--- src/rtl/lfu_pkg.sv ---
// lfu_pkg: sizes, codes, word types and width helpers shared by the
// lfu register map table modules; depends on nothing
package lfu_pkg;

    // table geometry
    localparam int NUM_SLOTS   = 16;
    localparam int GUEST_BITS  = 7;
    localparam int USE_BITS    = 16;
    localparam int SLOT_BITS   = $clog2(NUM_SLOTS);

    // port field widths
    localparam int REQ_W       = 2;
    localparam int GUEST_W     = 7;
    localparam int HOST_W      = 4;
    localparam int KIND_W      = 3;
    localparam int MASK_BITS   = 16;

    // victim search groups, minimum taken per group then across groups
    localparam int GROUP_SIZE  = 8;
    localparam int NUM_GROUPS  = (NUM_SLOTS + GROUP_SIZE - 1) / GROUP_SIZE;

    localparam logic [MASK_BITS-1:0] RESERVED_RESET = 16'd499;

    typedef enum logic [REQ_W-1:0] {
        REQ_MAP    = 2'd0,
        REQ_WB_ALL = 2'd1,
        REQ_INVAL  = 2'd2,
        REQ_CLEAR  = 2'd3
    } req_t;

    typedef enum logic [KIND_W-1:0] {
        KIND_HIT   = 3'd0,
        KIND_FREE  = 3'd1,
        KIND_EVICT = 3'd2,
        KIND_STORE = 3'd3,
        KIND_DONE  = 3'd4,
        KIND_NONE  = 3'd5
    } kind_t;

    // input word
    typedef struct packed {
        logic [REQ_W-1:0]   req_type;
        logic [GUEST_W-1:0] guest_reg;
        logic               is_dest;
        logic [HOST_W-1:0]  host_index;
    } lfu_in_t;

    // result word
    typedef struct packed {
        logic [KIND_W-1:0]  kind;
        logic [HOST_W-1:0]  host_slot;
        logic [GUEST_W-1:0] guest_out;
        logic [GUEST_W-1:0] evicted_guest;
        logic               load_needed;
        logic               last;
    } lfu_out_t;

    // decoded command between front and back
    typedef struct packed {
        req_t                  req;
        logic [GUEST_BITS-1:0] guest;
        logic                  load;
        logic                  inv_ok;
        logic [SLOT_BITS-1:0]  slot;
    } cmd_t;

    function automatic logic [GUEST_BITS-1:0] guest_from_port(input logic [GUEST_W-1:0] g);
        logic [GUEST_BITS+GUEST_W-1:0] w;
        w = {{GUEST_BITS{1'b0}}, g};
        return w[GUEST_BITS-1:0];
    endfunction

    function automatic logic [GUEST_W-1:0] guest_to_port(input logic [GUEST_BITS-1:0] g);
        logic [GUEST_BITS+GUEST_W-1:0] w;
        w = {{GUEST_W{1'b0}}, g};
        return w[GUEST_W-1:0];
    endfunction

    function automatic logic [SLOT_BITS-1:0] slot_from_port(input logic [HOST_W-1:0] s);
        logic [SLOT_BITS+HOST_W-1:0] w;
        w = {{SLOT_BITS{1'b0}}, s};
        return w[SLOT_BITS-1:0];
    endfunction

    function automatic logic [HOST_W-1:0] slot_to_port(input logic [SLOT_BITS-1:0] s);
        logic [SLOT_BITS+HOST_W-1:0] w;
        w = {{HOST_W{1'b0}}, s};
        return w[HOST_W-1:0];
    endfunction

endpackage

--- src/rtl/lfu_register_map_table.sv ---
// lfu_register_map_table: top level, holds the reserved slot mask and joins
// the request front, the table engine and the result queue; depends on lfu_pkg
//
// Usage:
//   Requests enter as words on item with push/full; a word is taken when push
//   is high and full is low. Results leave as words on result with
//   empty/pop; the oldest result is shown while empty is low and is taken
//   when pop is high. Every request ends with one word that has last set.
//   cfg_we/cfg_wdata write the reserved slot mask; write it only while idle.
//   A map request passes through the engine as table compare and group
//   minimum when the engine takes the command, then final victim pick and
//   table update. Write-back-all takes the command, then gives one store word
//   per mapped slot and the done word; invalidate gives a store word if the
//   slot is mapped and then the done word, clear only the done word.
//   A two-entry command queue lets requests be taken while the engine works;
//   a two-entry result queue lets the engine finish a word while the
//   receiver stalls. When the result queue is full the engine holds and the
//   command queue fills, then full goes high.
//   Reset empties the table and both queues and loads the mask with 499.
module lfu_register_map_table import lfu_pkg::*;
(
    input  logic                 clk,
    input  logic                 rst_n,
    input  logic                 push,
    output logic                 full,
    input  lfu_in_t              item,
    output logic                 empty,
    input  logic                 pop,
    output lfu_out_t             result,
    input  logic                 cfg_we,
    input  logic [MASK_BITS-1:0] cfg_wdata
);

    logic [MASK_BITS-1:0] reserved_mask_reg;
    logic [MASK_BITS-1:0] reserved_mask_next;
    logic                 cmd_valid;
    cmd_t                 cmd;
    logic                 cmd_pop;
    logic                 res_full;
    logic                 res_push;
    lfu_out_t             res;

    // reserved slot mask register
    assign reserved_mask_next = cfg_we ? cfg_wdata : reserved_mask_reg;

    always_ff @(posedge clk or negedge rst_n)
    begin
        if (!rst_n)
        begin
            reserved_mask_reg <= RESERVED_RESET;
        end
        else
        begin
            reserved_mask_reg <= reserved_mask_next;
        end
    end

    // request decode and command queue
    lfu_front u_front
    (
        .clk       (clk),
        .rst_n     (rst_n),
        .push      (push),
        .full      (full),
        .item      (item),
        .cmd_valid (cmd_valid),
        .cmd       (cmd),
        .cmd_pop   (cmd_pop)
    );

    // table engine
    lfu_engine u_engine
    (
        .clk           (clk),
        .rst_n         (rst_n),
        .cmd_valid     (cmd_valid),
        .cmd           (cmd),
        .cmd_pop       (cmd_pop),
        .reserved_mask (reserved_mask_reg),
        .res_full      (res_full),
        .res_push      (res_push),
        .res           (res)
    );

    // result queue
    lfu_out_queue u_out_queue
    (
        .clk   (clk),
        .rst_n (rst_n),
        .push  (res_push),
        .full  (res_full),
        .wdata (res),
        .empty (empty),
        .pop   (pop),
        .rdata (result)
    );

endmodule

--- src/rtl/lfu_front.sv ---
// lfu_front: accepts request words, decodes them into commands and holds
// them in a two-entry command queue; depends on lfu_pkg
module lfu_front import lfu_pkg::*;
(
    input  logic    clk,
    input  logic    rst_n,
    input  logic    push,
    output logic    full,
    input  lfu_in_t item,
    output logic    cmd_valid,
    output cmd_t    cmd,
    input  logic    cmd_pop
);

    localparam int QDEPTH = 2;

    cmd_t       cmd_q_reg [QDEPTH];
    logic       wr_ptr_reg;
    logic       wr_ptr_next;
    logic       rd_ptr_reg;
    logic       rd_ptr_next;
    logic [1:0] cnt_reg;
    logic [1:0] cnt_next;
    cmd_t       new_cmd;
    logic       do_push;

    // classify the incoming request
    always_comb
    begin
        new_cmd.req    = req_t'(item.req_type);
        new_cmd.guest  = guest_from_port(item.guest_reg);
        new_cmd.load   = ~item.is_dest;
        new_cmd.inv_ok = (32'(item.host_index) < 32'(NUM_SLOTS));
        new_cmd.slot   = slot_from_port(item.host_index);
    end

    assign full      = (cnt_reg == 2'(QDEPTH));
    assign do_push   = push && !full;
    assign cmd_valid = (cnt_reg != 2'd0);
    assign cmd       = cmd_q_reg[rd_ptr_reg];

    // queue pointers
    always_comb
    begin
        wr_ptr_next = do_push ? ~wr_ptr_reg : wr_ptr_reg;
        rd_ptr_next = cmd_pop ? ~rd_ptr_reg : rd_ptr_reg;
        cnt_next    = cnt_reg + 2'(do_push) - 2'(cmd_pop);
    end

    always_ff @(posedge clk or negedge rst_n)
    begin
        if (!rst_n)
        begin
            wr_ptr_reg <= 1'b0;
            rd_ptr_reg <= 1'b0;
            cnt_reg    <= 2'd0;
        end
        else
        begin
            wr_ptr_reg <= wr_ptr_next;
            rd_ptr_reg <= rd_ptr_next;
            cnt_reg    <= cnt_next;
        end
    end

    // queue storage
    always_ff @(posedge clk)
    begin
        if (do_push)
        begin
            cmd_q_reg[wr_ptr_reg] <= new_cmd;
        end
    end

endmodule

--- src/rtl/lfu_engine.sv ---
// lfu_engine: holds the slot table and carries out decoded commands,
// one command at a time, pushing result words into the result queue while it has room; depends on lfu_pkg
module lfu_engine import lfu_pkg::*;
(
    input  logic                 clk,
    input  logic                 rst_n,
    input  logic                 cmd_valid,
    input  cmd_t                 cmd,
    output logic                 cmd_pop,
    input  logic [MASK_BITS-1:0] reserved_mask,
    input  logic                 res_full,
    output logic                 res_push,
    output lfu_out_t             res
);

    typedef enum logic [2:0] {
        ST_IDLE,
        ST_PICK,
        ST_WB,
        ST_INV,
        ST_DONE
    } state_t;

    state_t                state_reg;
    state_t                state_next;
    cmd_t                  cur_reg;
    logic [NUM_SLOTS-1:0]  mapped_reg;
    logic [NUM_SLOTS-1:0]  mapped_next;
    logic [GUEST_BITS-1:0] slot_guest_reg [NUM_SLOTS];
    logic [USE_BITS-1:0]   slot_uses_reg  [NUM_SLOTS];

    // registered scan results
    logic                  hit_found_reg;
    logic                  hit_found_next;
    logic [SLOT_BITS-1:0]  hit_idx_reg;
    logic                  free_found_reg;
    logic                  free_found_next;
    logic [SLOT_BITS-1:0]  free_idx_reg;
    logic [NUM_GROUPS-1:0] grp_ok_reg;
    logic [NUM_GROUPS-1:0] grp_ok_next;
    logic [USE_BITS-1:0]   grp_min_reg [NUM_GROUPS];
    logic [SLOT_BITS-1:0]  grp_idx_reg [NUM_GROUPS];

    logic [NUM_SLOTS-1:0]  res_vec;
    logic [NUM_SLOTS-1:0]  hit_vec;
    logic [NUM_SLOTS-1:0]  free_vec;
    logic [NUM_SLOTS-1:0]  cand_vec;
    logic [SLOT_BITS-1:0]  hit_idx;
    logic [SLOT_BITS-1:0]  free_idx;
    logic [SLOT_BITS-1:0]  wb_idx;
    logic [USE_BITS-1:0]   grp_min [NUM_GROUPS];
    logic [SLOT_BITS-1:0]  grp_idx [NUM_GROUPS];
    logic                  vic_ok;
    logic [USE_BITS-1:0]   vic_min;
    logic [SLOT_BITS-1:0]  vic_idx;

    // control for the table update
    logic                  scan_load;
    logic                  tbl_we;
    logic [SLOT_BITS-1:0]  tbl_idx;
    logic                  bump_en;
    logic                  free_en;
    logic [SLOT_BITS-1:0]  free_sel;
    logic                  clear_all;
    logic [SLOT_BITS-1:0]  rd_idx;
    logic [GUEST_BITS-1:0] rd_guest;
    logic [SLOT_BITS-1:0]  out_slot;

    // reserved bits exist for slots below MASK_BITS only; other slots are never reserved
    for (genvar gi = 0; gi < NUM_SLOTS; gi++)
    begin : g_res
        if (gi < MASK_BITS)
        begin : g_bit
            assign res_vec[gi] = reserved_mask[gi];
        end
        else
        begin : g_none
            assign res_vec[gi] = 1'b0;
        end
    end

    // parallel compare against the head command
    always_comb
    begin
        for (int i = 0; i < NUM_SLOTS; i++)
        begin
            hit_vec[i]  = mapped_reg[i] && (slot_guest_reg[i] == cmd.guest);
            free_vec[i] = !mapped_reg[i] && !res_vec[i];
            cand_vec[i] = mapped_reg[i] && !res_vec[i];
        end
    end

    // lowest-index priority encoders
    always_comb
    begin
        hit_idx  = '0;
        free_idx = '0;
        wb_idx   = '0;
        for (int i = NUM_SLOTS - 1; i >= 0; i--)
        begin
            if (hit_vec[i])
            begin
                hit_idx = SLOT_BITS'(i);
            end
            if (free_vec[i])
            begin
                free_idx = SLOT_BITS'(i);
            end
            if (mapped_reg[i])
            begin
                wb_idx = SLOT_BITS'(i);
            end
        end
    end

    // first level of the victim search: least count within each group
    always_comb
    begin
        for (int g = 0; g < NUM_GROUPS; g++)
        begin
            grp_ok_next[g] = 1'b0;
            grp_min[g]     = '0;
            grp_idx[g]     = '0;
            for (int k = 0; k < GROUP_SIZE; k++)
            begin
                if ((g * GROUP_SIZE + k) < NUM_SLOTS)
                begin
                    if (cand_vec[g * GROUP_SIZE + k] && (!grp_ok_next[g] ||
                        slot_uses_reg[g * GROUP_SIZE + k] < grp_min[g]))
                    begin
                        grp_ok_next[g] = 1'b1;
                        grp_min[g]     = slot_uses_reg[g * GROUP_SIZE + k];
                        grp_idx[g]     = SLOT_BITS'(g * GROUP_SIZE + k);
                    end
                end
            end
        end
    end

    // second level of the victim search over the group winners
    always_comb
    begin
        vic_ok  = 1'b0;
        vic_min = '0;
        vic_idx = '0;
        for (int g = 0; g < NUM_GROUPS; g++)
        begin
            if (grp_ok_reg[g] && (!vic_ok || grp_min_reg[g] < vic_min))
            begin
                vic_ok  = 1'b1;
                vic_min = grp_min_reg[g];
                vic_idx = grp_idx_reg[g];
            end
        end
    end

    assign hit_found_next  = |hit_vec;
    assign free_found_next = |free_vec;

    // single guest read port
    always_comb
    begin
        case (state_reg)
            ST_PICK: rd_idx = vic_idx;
            ST_WB:   rd_idx = wb_idx;
            default: rd_idx = cur_reg.slot;
        endcase
    end

    assign rd_guest = slot_guest_reg[rd_idx];

    // command sequencer
    always_comb
    begin
        state_next = state_reg;
        cmd_pop    = 1'b0;
        scan_load  = 1'b0;
        tbl_we     = 1'b0;
        tbl_idx    = free_idx_reg;
        bump_en    = 1'b0;
        free_en    = 1'b0;
        free_sel   = wb_idx;
        clear_all  = 1'b0;
        res_push   = 1'b0;
        out_slot   = '0;
        res        = '0;
        unique case (state_reg)
            ST_IDLE:
            begin
                if (cmd_valid)
                begin
                    cmd_pop = 1'b1;
                    unique case (cmd.req)
                        REQ_MAP:
                        begin
                            scan_load  = 1'b1;
                            state_next = ST_PICK;
                        end
                        REQ_WB_ALL: state_next = ST_WB;
                        REQ_INVAL:  state_next = ST_INV;
                        REQ_CLEAR:
                        begin
                            clear_all  = 1'b1;
                            state_next = ST_DONE;
                        end
                        default:    state_next = ST_IDLE;
                    endcase
                end
            end
            ST_PICK:
            begin
                res.last = 1'b1;
                if (!res_full)
                begin
                    res_push   = 1'b1;
                    state_next = ST_IDLE;
                    if (hit_found_reg)
                    begin
                        bump_en       = 1'b1;
                        out_slot      = hit_idx_reg;
                        res.kind      = KIND_HIT;
                        res.guest_out = guest_to_port(cur_reg.guest);
                    end
                    else if (free_found_reg)
                    begin
                        tbl_we          = 1'b1;
                        tbl_idx         = free_idx_reg;
                        out_slot        = free_idx_reg;
                        res.kind        = KIND_FREE;
                        res.guest_out   = guest_to_port(cur_reg.guest);
                        res.load_needed = cur_reg.load;
                    end
                    else if (vic_ok)
                    begin
                        tbl_we            = 1'b1;
                        tbl_idx           = vic_idx;
                        out_slot          = vic_idx;
                        res.kind          = KIND_EVICT;
                        res.guest_out     = guest_to_port(cur_reg.guest);
                        res.evicted_guest = guest_to_port(rd_guest);
                        res.load_needed   = cur_reg.load;
                    end
                    else
                    begin
                        res.kind = KIND_NONE;
                    end
                end
            end
            ST_WB:
            begin
                if (!res_full)
                begin
                    res_push = 1'b1;
                    if (|mapped_reg)
                    begin
                        free_en       = 1'b1;
                        free_sel      = wb_idx;
                        out_slot      = wb_idx;
                        res.kind      = KIND_STORE;
                        res.guest_out = guest_to_port(rd_guest);
                    end
                    else
                    begin
                        res.kind   = KIND_DONE;
                        res.last   = 1'b1;
                        state_next = ST_IDLE;
                    end
                end
            end
            ST_INV:
            begin
                if (!res_full)
                begin
                    res_push = 1'b1;
                    if (cur_reg.inv_ok && mapped_reg[cur_reg.slot])
                    begin
                        free_en       = 1'b1;
                        free_sel      = cur_reg.slot;
                        out_slot      = cur_reg.slot;
                        res.kind      = KIND_STORE;
                        res.guest_out = guest_to_port(rd_guest);
                        state_next    = ST_DONE;
                    end
                    else
                    begin
                        res.kind   = KIND_DONE;
                        res.last   = 1'b1;
                        state_next = ST_IDLE;
                    end
                end
            end
            ST_DONE:
            begin
                if (!res_full)
                begin
                    res_push   = 1'b1;
                    res.kind   = KIND_DONE;
                    res.last   = 1'b1;
                    state_next = ST_IDLE;
                end
            end
            default: state_next = ST_IDLE;
        endcase
        res.host_slot = slot_to_port(out_slot);
    end

    // mapped bits
    always_comb
    begin
        mapped_next = mapped_reg;
        if (clear_all)
        begin
            mapped_next = '0;
        end
        else if (free_en)
        begin
            mapped_next[free_sel] = 1'b0;
        end
        else if (tbl_we)
        begin
            mapped_next[tbl_idx] = 1'b1;
        end
    end

    // state and control registers
    always_ff @(posedge clk or negedge rst_n)
    begin
        if (!rst_n)
        begin
            state_reg      <= ST_IDLE;
            mapped_reg     <= '0;
            hit_found_reg  <= 1'b0;
            free_found_reg <= 1'b0;
            grp_ok_reg     <= '0;
        end
        else
        begin
            state_reg  <= state_next;
            mapped_reg <= mapped_next;
            if (scan_load)
            begin
                hit_found_reg  <= hit_found_next;
                free_found_reg <= free_found_next;
                grp_ok_reg     <= grp_ok_next;
            end
        end
    end

    // command, scan payload and table contents
    always_ff @(posedge clk)
    begin
        if (cmd_pop)
        begin
            cur_reg <= cmd;
        end
        if (scan_load)
        begin
            hit_idx_reg  <= hit_idx;
            free_idx_reg <= free_idx;
            for (int g = 0; g < NUM_GROUPS; g++)
            begin
                grp_min_reg[g] <= grp_min[g];
                grp_idx_reg[g] <= grp_idx[g];
            end
        end
        if (tbl_we)
        begin
            slot_guest_reg[tbl_idx] <= cur_reg.guest;
            slot_uses_reg[tbl_idx]  <= USE_BITS'(1);
        end
        else if (bump_en && (slot_uses_reg[hit_idx_reg] != '1))
        begin
            slot_uses_reg[hit_idx_reg] <= slot_uses_reg[hit_idx_reg] + USE_BITS'(1);
        end
    end

    // checks
    a_emit_space: assert property (@(posedge clk) disable iff (!rst_n)
        res_push |-> !res_full)
        else $error("result emitted into a full queue");

    a_pop_valid: assert property (@(posedge clk) disable iff (!rst_n)
        cmd_pop |-> cmd_valid)
        else $error("command popped from an empty queue");

    a_grant_unreserved: assert property (@(posedge clk) disable iff (!rst_n)
        (res_push && (res.kind == KIND_FREE || res.kind == KIND_EVICT))
        |-> !res_vec[out_slot])
        else $error("reserved slot granted");

    a_clear_empties: assert property (@(posedge clk) disable iff (!rst_n)
        (state_reg == ST_IDLE && cmd_pop && cmd.req == REQ_CLEAR)
        |=> (mapped_reg == '0))
        else $error("table not empty after clear");

endmodule

--- src/rtl/lfu_out_queue.sv ---
// lfu_out_queue: two-entry result queue between the table engine and the
// result port; depends on lfu_pkg
module lfu_out_queue import lfu_pkg::*;
(
    input  logic     clk,
    input  logic     rst_n,
    input  logic     push,
    output logic     full,
    input  lfu_out_t wdata,
    output logic     empty,
    input  logic     pop,
    output lfu_out_t rdata
);

    localparam int QDEPTH = 2;

    lfu_out_t   q_reg [QDEPTH];
    logic       wr_ptr_reg;
    logic       wr_ptr_next;
    logic       rd_ptr_reg;
    logic       rd_ptr_next;
    logic [1:0] cnt_reg;
    logic [1:0] cnt_next;
    logic       do_push;
    logic       do_pop;

    assign full    = (cnt_reg == 2'(QDEPTH));
    assign empty   = (cnt_reg == 2'd0);
    assign do_push = push && !full;
    assign do_pop  = pop && !empty;
    assign rdata   = q_reg[rd_ptr_reg];

    // pointer update
    always_comb
    begin
        wr_ptr_next = do_push ? ~wr_ptr_reg : wr_ptr_reg;
        rd_ptr_next = do_pop ? ~rd_ptr_reg : rd_ptr_reg;
        cnt_next    = cnt_reg + 2'(do_push) - 2'(do_pop);
    end

    always_ff @(posedge clk or negedge rst_n)
    begin
        if (!rst_n)
        begin
            wr_ptr_reg <= 1'b0;
            rd_ptr_reg <= 1'b0;
            cnt_reg    <= 2'd0;
        end
        else
        begin
            wr_ptr_reg <= wr_ptr_next;
            rd_ptr_reg <= rd_ptr_next;
            cnt_reg    <= cnt_next;
        end
    end

    // storage
    always_ff @(posedge clk)
    begin
        if (do_push)
        begin
            q_reg[wr_ptr_reg] <= wdata;
        end
    end

endmodule

--- config.mk ---
export PLATFORM = sky130hd
export DESIGN_NAME = lfu_register_map_table
export DESIGN_NICKNAME = d
export VERILOG_FILES = /design/src/rtl/lfu_pkg.sv /design/src/rtl/lfu_register_map_table.sv /design/src/rtl/lfu_front.sv /design/src/rtl/lfu_engine.sv /design/src/rtl/lfu_out_queue.sv
export SDC_FILE = /design/constraint.sdc
export NUM_CORES = 1
export LEC_CHECK = 0
export ABC_CLOCK_PERIOD_IN_PS = 20900
export CAP_MARGIN = 0
export CORE_AREA = 10 10 287 289
export DETAILED_ROUTE_END_ITERATION = 7
export DIE_AREA = 0 0 297 299
export DONT_BUFFER_PORTS = 1
export PLACE_DENSITY_LB_ADDON = 0.2
export SYNTH_ARGS = -nofsm -noshare
export SYNTH_HDL_FRONTEND = slang
export SYNTH_SLANG_ARGS = --single-unit
--- constraint.sdc ---
create_clock -name clk -period 20.9 [get_ports clk]
set_input_delay 1.045 -clock clk [delete_from_list [all_inputs] [get_ports clk]]
set_output_delay 1.045 -clock clk [all_outputs]
set_load 0.05 [all_outputs]
==> results.json <==
{
  "cts_tree": "yes",
  "critPathMaxFanout": 48,
  "die_h_um": 299,
  "required_ns": 21.25,
  "rows": 102,
  "clock-root-buffer": "clkbuf_16",
  "critical_path.max_stage_delay_ns": 0.81,
  "path_class": "reg -> reg",
  "avgRoutedWirePerCell_um": 27.7,
  "setup_viol": 0,
  "vias": 23200,
  "die_x_um": 297,
  "drtIter0Drc": 2092,
  "worstRegToRegCells": 72,
  "max_cap_violations": 0,
  "antenna_left": 0,
  "tritoncts.num_buffers": 67,
  "clkSinkCount": 548,
  "port_buffers": 0,
  "outcome": "finished, final reports clean",
  "antenna_found_initial": 0,
  "initial_core_util": 0.434,
  "tightestPinTransition_ns": 1.37,
  "synth_edf_count": 501,
  "cts_max_level": 3,
  "gr-usage-all-layers": 0.236,
  "mostFrequentLayoutCells": "edfxtp_1 (501), ha_1 (232), inv_1 (220)",
  "cp-startpoint": "u_engine.mapped_reg[0]",
  "drc": 0,
  "place_area_mm2": 0.0347,
  "layout.nets": 3036,
  "synth_ff_type": "edfxtp_1",
  "dieArea_mm2": 0.0888,
  "grt_max_degree": 56,
  "clock.fmax_mhz": 51.9,
  "largest_reg_flops": 256,
  "hold_path.class": "in -> async",
  "post-cts-setup-buffers": 0,
  "syn_avg_cell_area_um2": 12.1,
  "syn-cell-area_mm2": 0.0333,
  "final_cells": 3862,
  "r2r_end": "u_engine.grp_min_reg[0][9]",
  "rrSetupSlack_ns": 1.62,
  "period_needed_ns": 19.28,
  "wl_um": 107000,
  "relSlewSlack": 0.0849,
  "grt_pass1_vias": 23200,
  "synth_seq_cells": 548,
  "ys_types": 94,
  "yosysSeqAreaShare": 0.487,
  "place.gp.congestion": 0.996,
  "tns_ns": 0,
  "cts-resized-gates": 0,
  "rsz0062_at_grt": "no",
  "p_leak_nw": 13.3,
  "rr_startpoint": "u_engine.mapped_reg[0]",
  "period_share": 0.922,
  "fin_worst_skew_ns": 0.0236,
  "core_area_mm2": 0.0767,
  "fin_area_mm2": 0.0368,
  "power_density_mw_per_mm2": 153,
  "syn-instance-count": 2744,
  "cp_slowest_cell": "nor2_2",
  "clk_pin_slew_ns": 0.06,
  "mostFrequentLayoutCell": "edfxtp_1",
  "dpl.hpwl_um": 82100,
  "dr.pass1.iters": 6,
  "placedCellCount": 3740,
  "clockBufferDepth": 3,
  "area_growth_pct": 10.4,
  "viasPerCell": 6.01,
  "gr-total-overflow": 0,
  "grt_pass1_wl_um": 157000,
  "holdBufCountCts": 0,
  "async_flop_share": 0.0858,
  "num_io_pins": 60,
  "crit_path_end_kind": "register",
  "clock_latency_ns": 0.61,
  "finalHoldViolations": 0,
  "cpMostUsedCell": "a21o_1",
  "peakVddDrop_v": 0.0000998,
  "syn-num-nets": 3011,
  "crit_path_end": "u_engine.grp_min_reg[0][9]",
  "yosysWarningCount": 0,
  "drive_gt1_frac": 0.181,
  "worstPathArrival_ns": 19.63,
  "slew_viol_final": 0,
  "start_kind": "register"
}
[per-layer routing]
layer	part of all wire	vias up	GRT usage	routed length (um)
met4	0.047	0	0.105	5040
met5	0	-	0	0
li1	-	10400	-	-
met3	0.053	225	0.0323	5710
met1	0.42	11700	0.305	45300
met2	0.48	825	0.392	50900
[layout make-up]
class | instances | area [um^2]
repair buffers | 66 | 499
clock inverters | 38 | 335
multi-input cells | 1866 | 15800
well taps | 1040 | 1300
clock buffers | 83 | 1760
flip-flops and latches | 548 | 16200
inverters | 220 | 826
fillers | 6749 | 39900
diodes | 1 | 2.50
[kinds of logic (layout without fill, tap and decap cells)]
logic type,after synthesis,after routing,share of synthesized area
xor gates and xnor gates,135,135,0.0355
buffers and inverters,330,407,0.0416
and+or+nand+nor,662,662,0.0986
muxes,319,319,0.144
other,0,1,0
AOI/OAI and AO/OA,518,518,0.106
DFF,548,548,0.487
adders and majority gates,232,232,0.0871
[worst min-delay path by stage]
stage / start / to / cells after the start
2_1_floorplan: u_out_queue.wr_ptr_reg / u_out_queue.wr_ptr_reg / 1
3_3_place_gp: u_front.wr_ptr_reg / u_front.wr_ptr_reg / 1
3_5_place_dp: u_front.wr_ptr_reg / u_front.wr_ptr_reg / 1
4_1_cts: rst_n / u_engine.grp_ok_reg[1] / 0
5_1_grt: rst_n / reserved_mask_reg[14] / 0
6_report: rst_n / reserved_mask_reg[14] / 0
[critical path, delay by kind of cell (launching register included)]
kind,cells,cell delay (ns)
AOI/OAI and AO/OA,32,8.00
DFF,1,0.73
and+or+nand+nor,24,4.98
buffers and inverters,6,1.65
adders and majority gates,7,2.16
muxes,3,1.35
[stage by stage]
stage / power, W / worst slack (ns) / hold WS, ns / util
floorplan: 0.00362 / 5.40 / 0.456 / -
global placement: 0.00444 / 1.02 / 0.475 / 0.452
detailed placement: 0.00448 / 1.44 / 0.488 / 0.452
CTS: 0.00562 / 1.32 / 0.0953 / 0.479
global route: 0.00595 / 0.348 / 0.107 / 0.479
finish: 0.00561 / 1.62 / 0.127 / 0.479
[where the power goes]
part           internal (W)  total [W]  switching, W
Combinational       0.00108    0.00280       0.00172
Clock              0.000652    0.00112      0.000469
Sequential          0.00149    0.00169      0.000207
Total               0.00322    0.00561       0.00239
[synth_stat cells, drive strengths merged (31+ instances only)]
library cell / n / area [um^2]
xor2: 32 / 280
o211ai: 31 / 258
nor2: 198 / 746
mux2: 140 / 1610
a21o: 33 / 248
mux4: 112 / 2520
nor3: 33 / 175
edfxtp: 501 / 15000
buf: 59 / 365
dfrtp: 40 / 1000
a21oi: 162 / 860
nand2: 161 / 607
clkbuf: 51 / 194
inv: 220 / 826
xnor2: 103 / 902
ha: 232 / 2900
mux2i: 67 / 671
o21ai: 95 / 479
nand4: 57 / 357
a211oi: 33 / 258
Note: power is estimated with default switching activity, not from simulation.
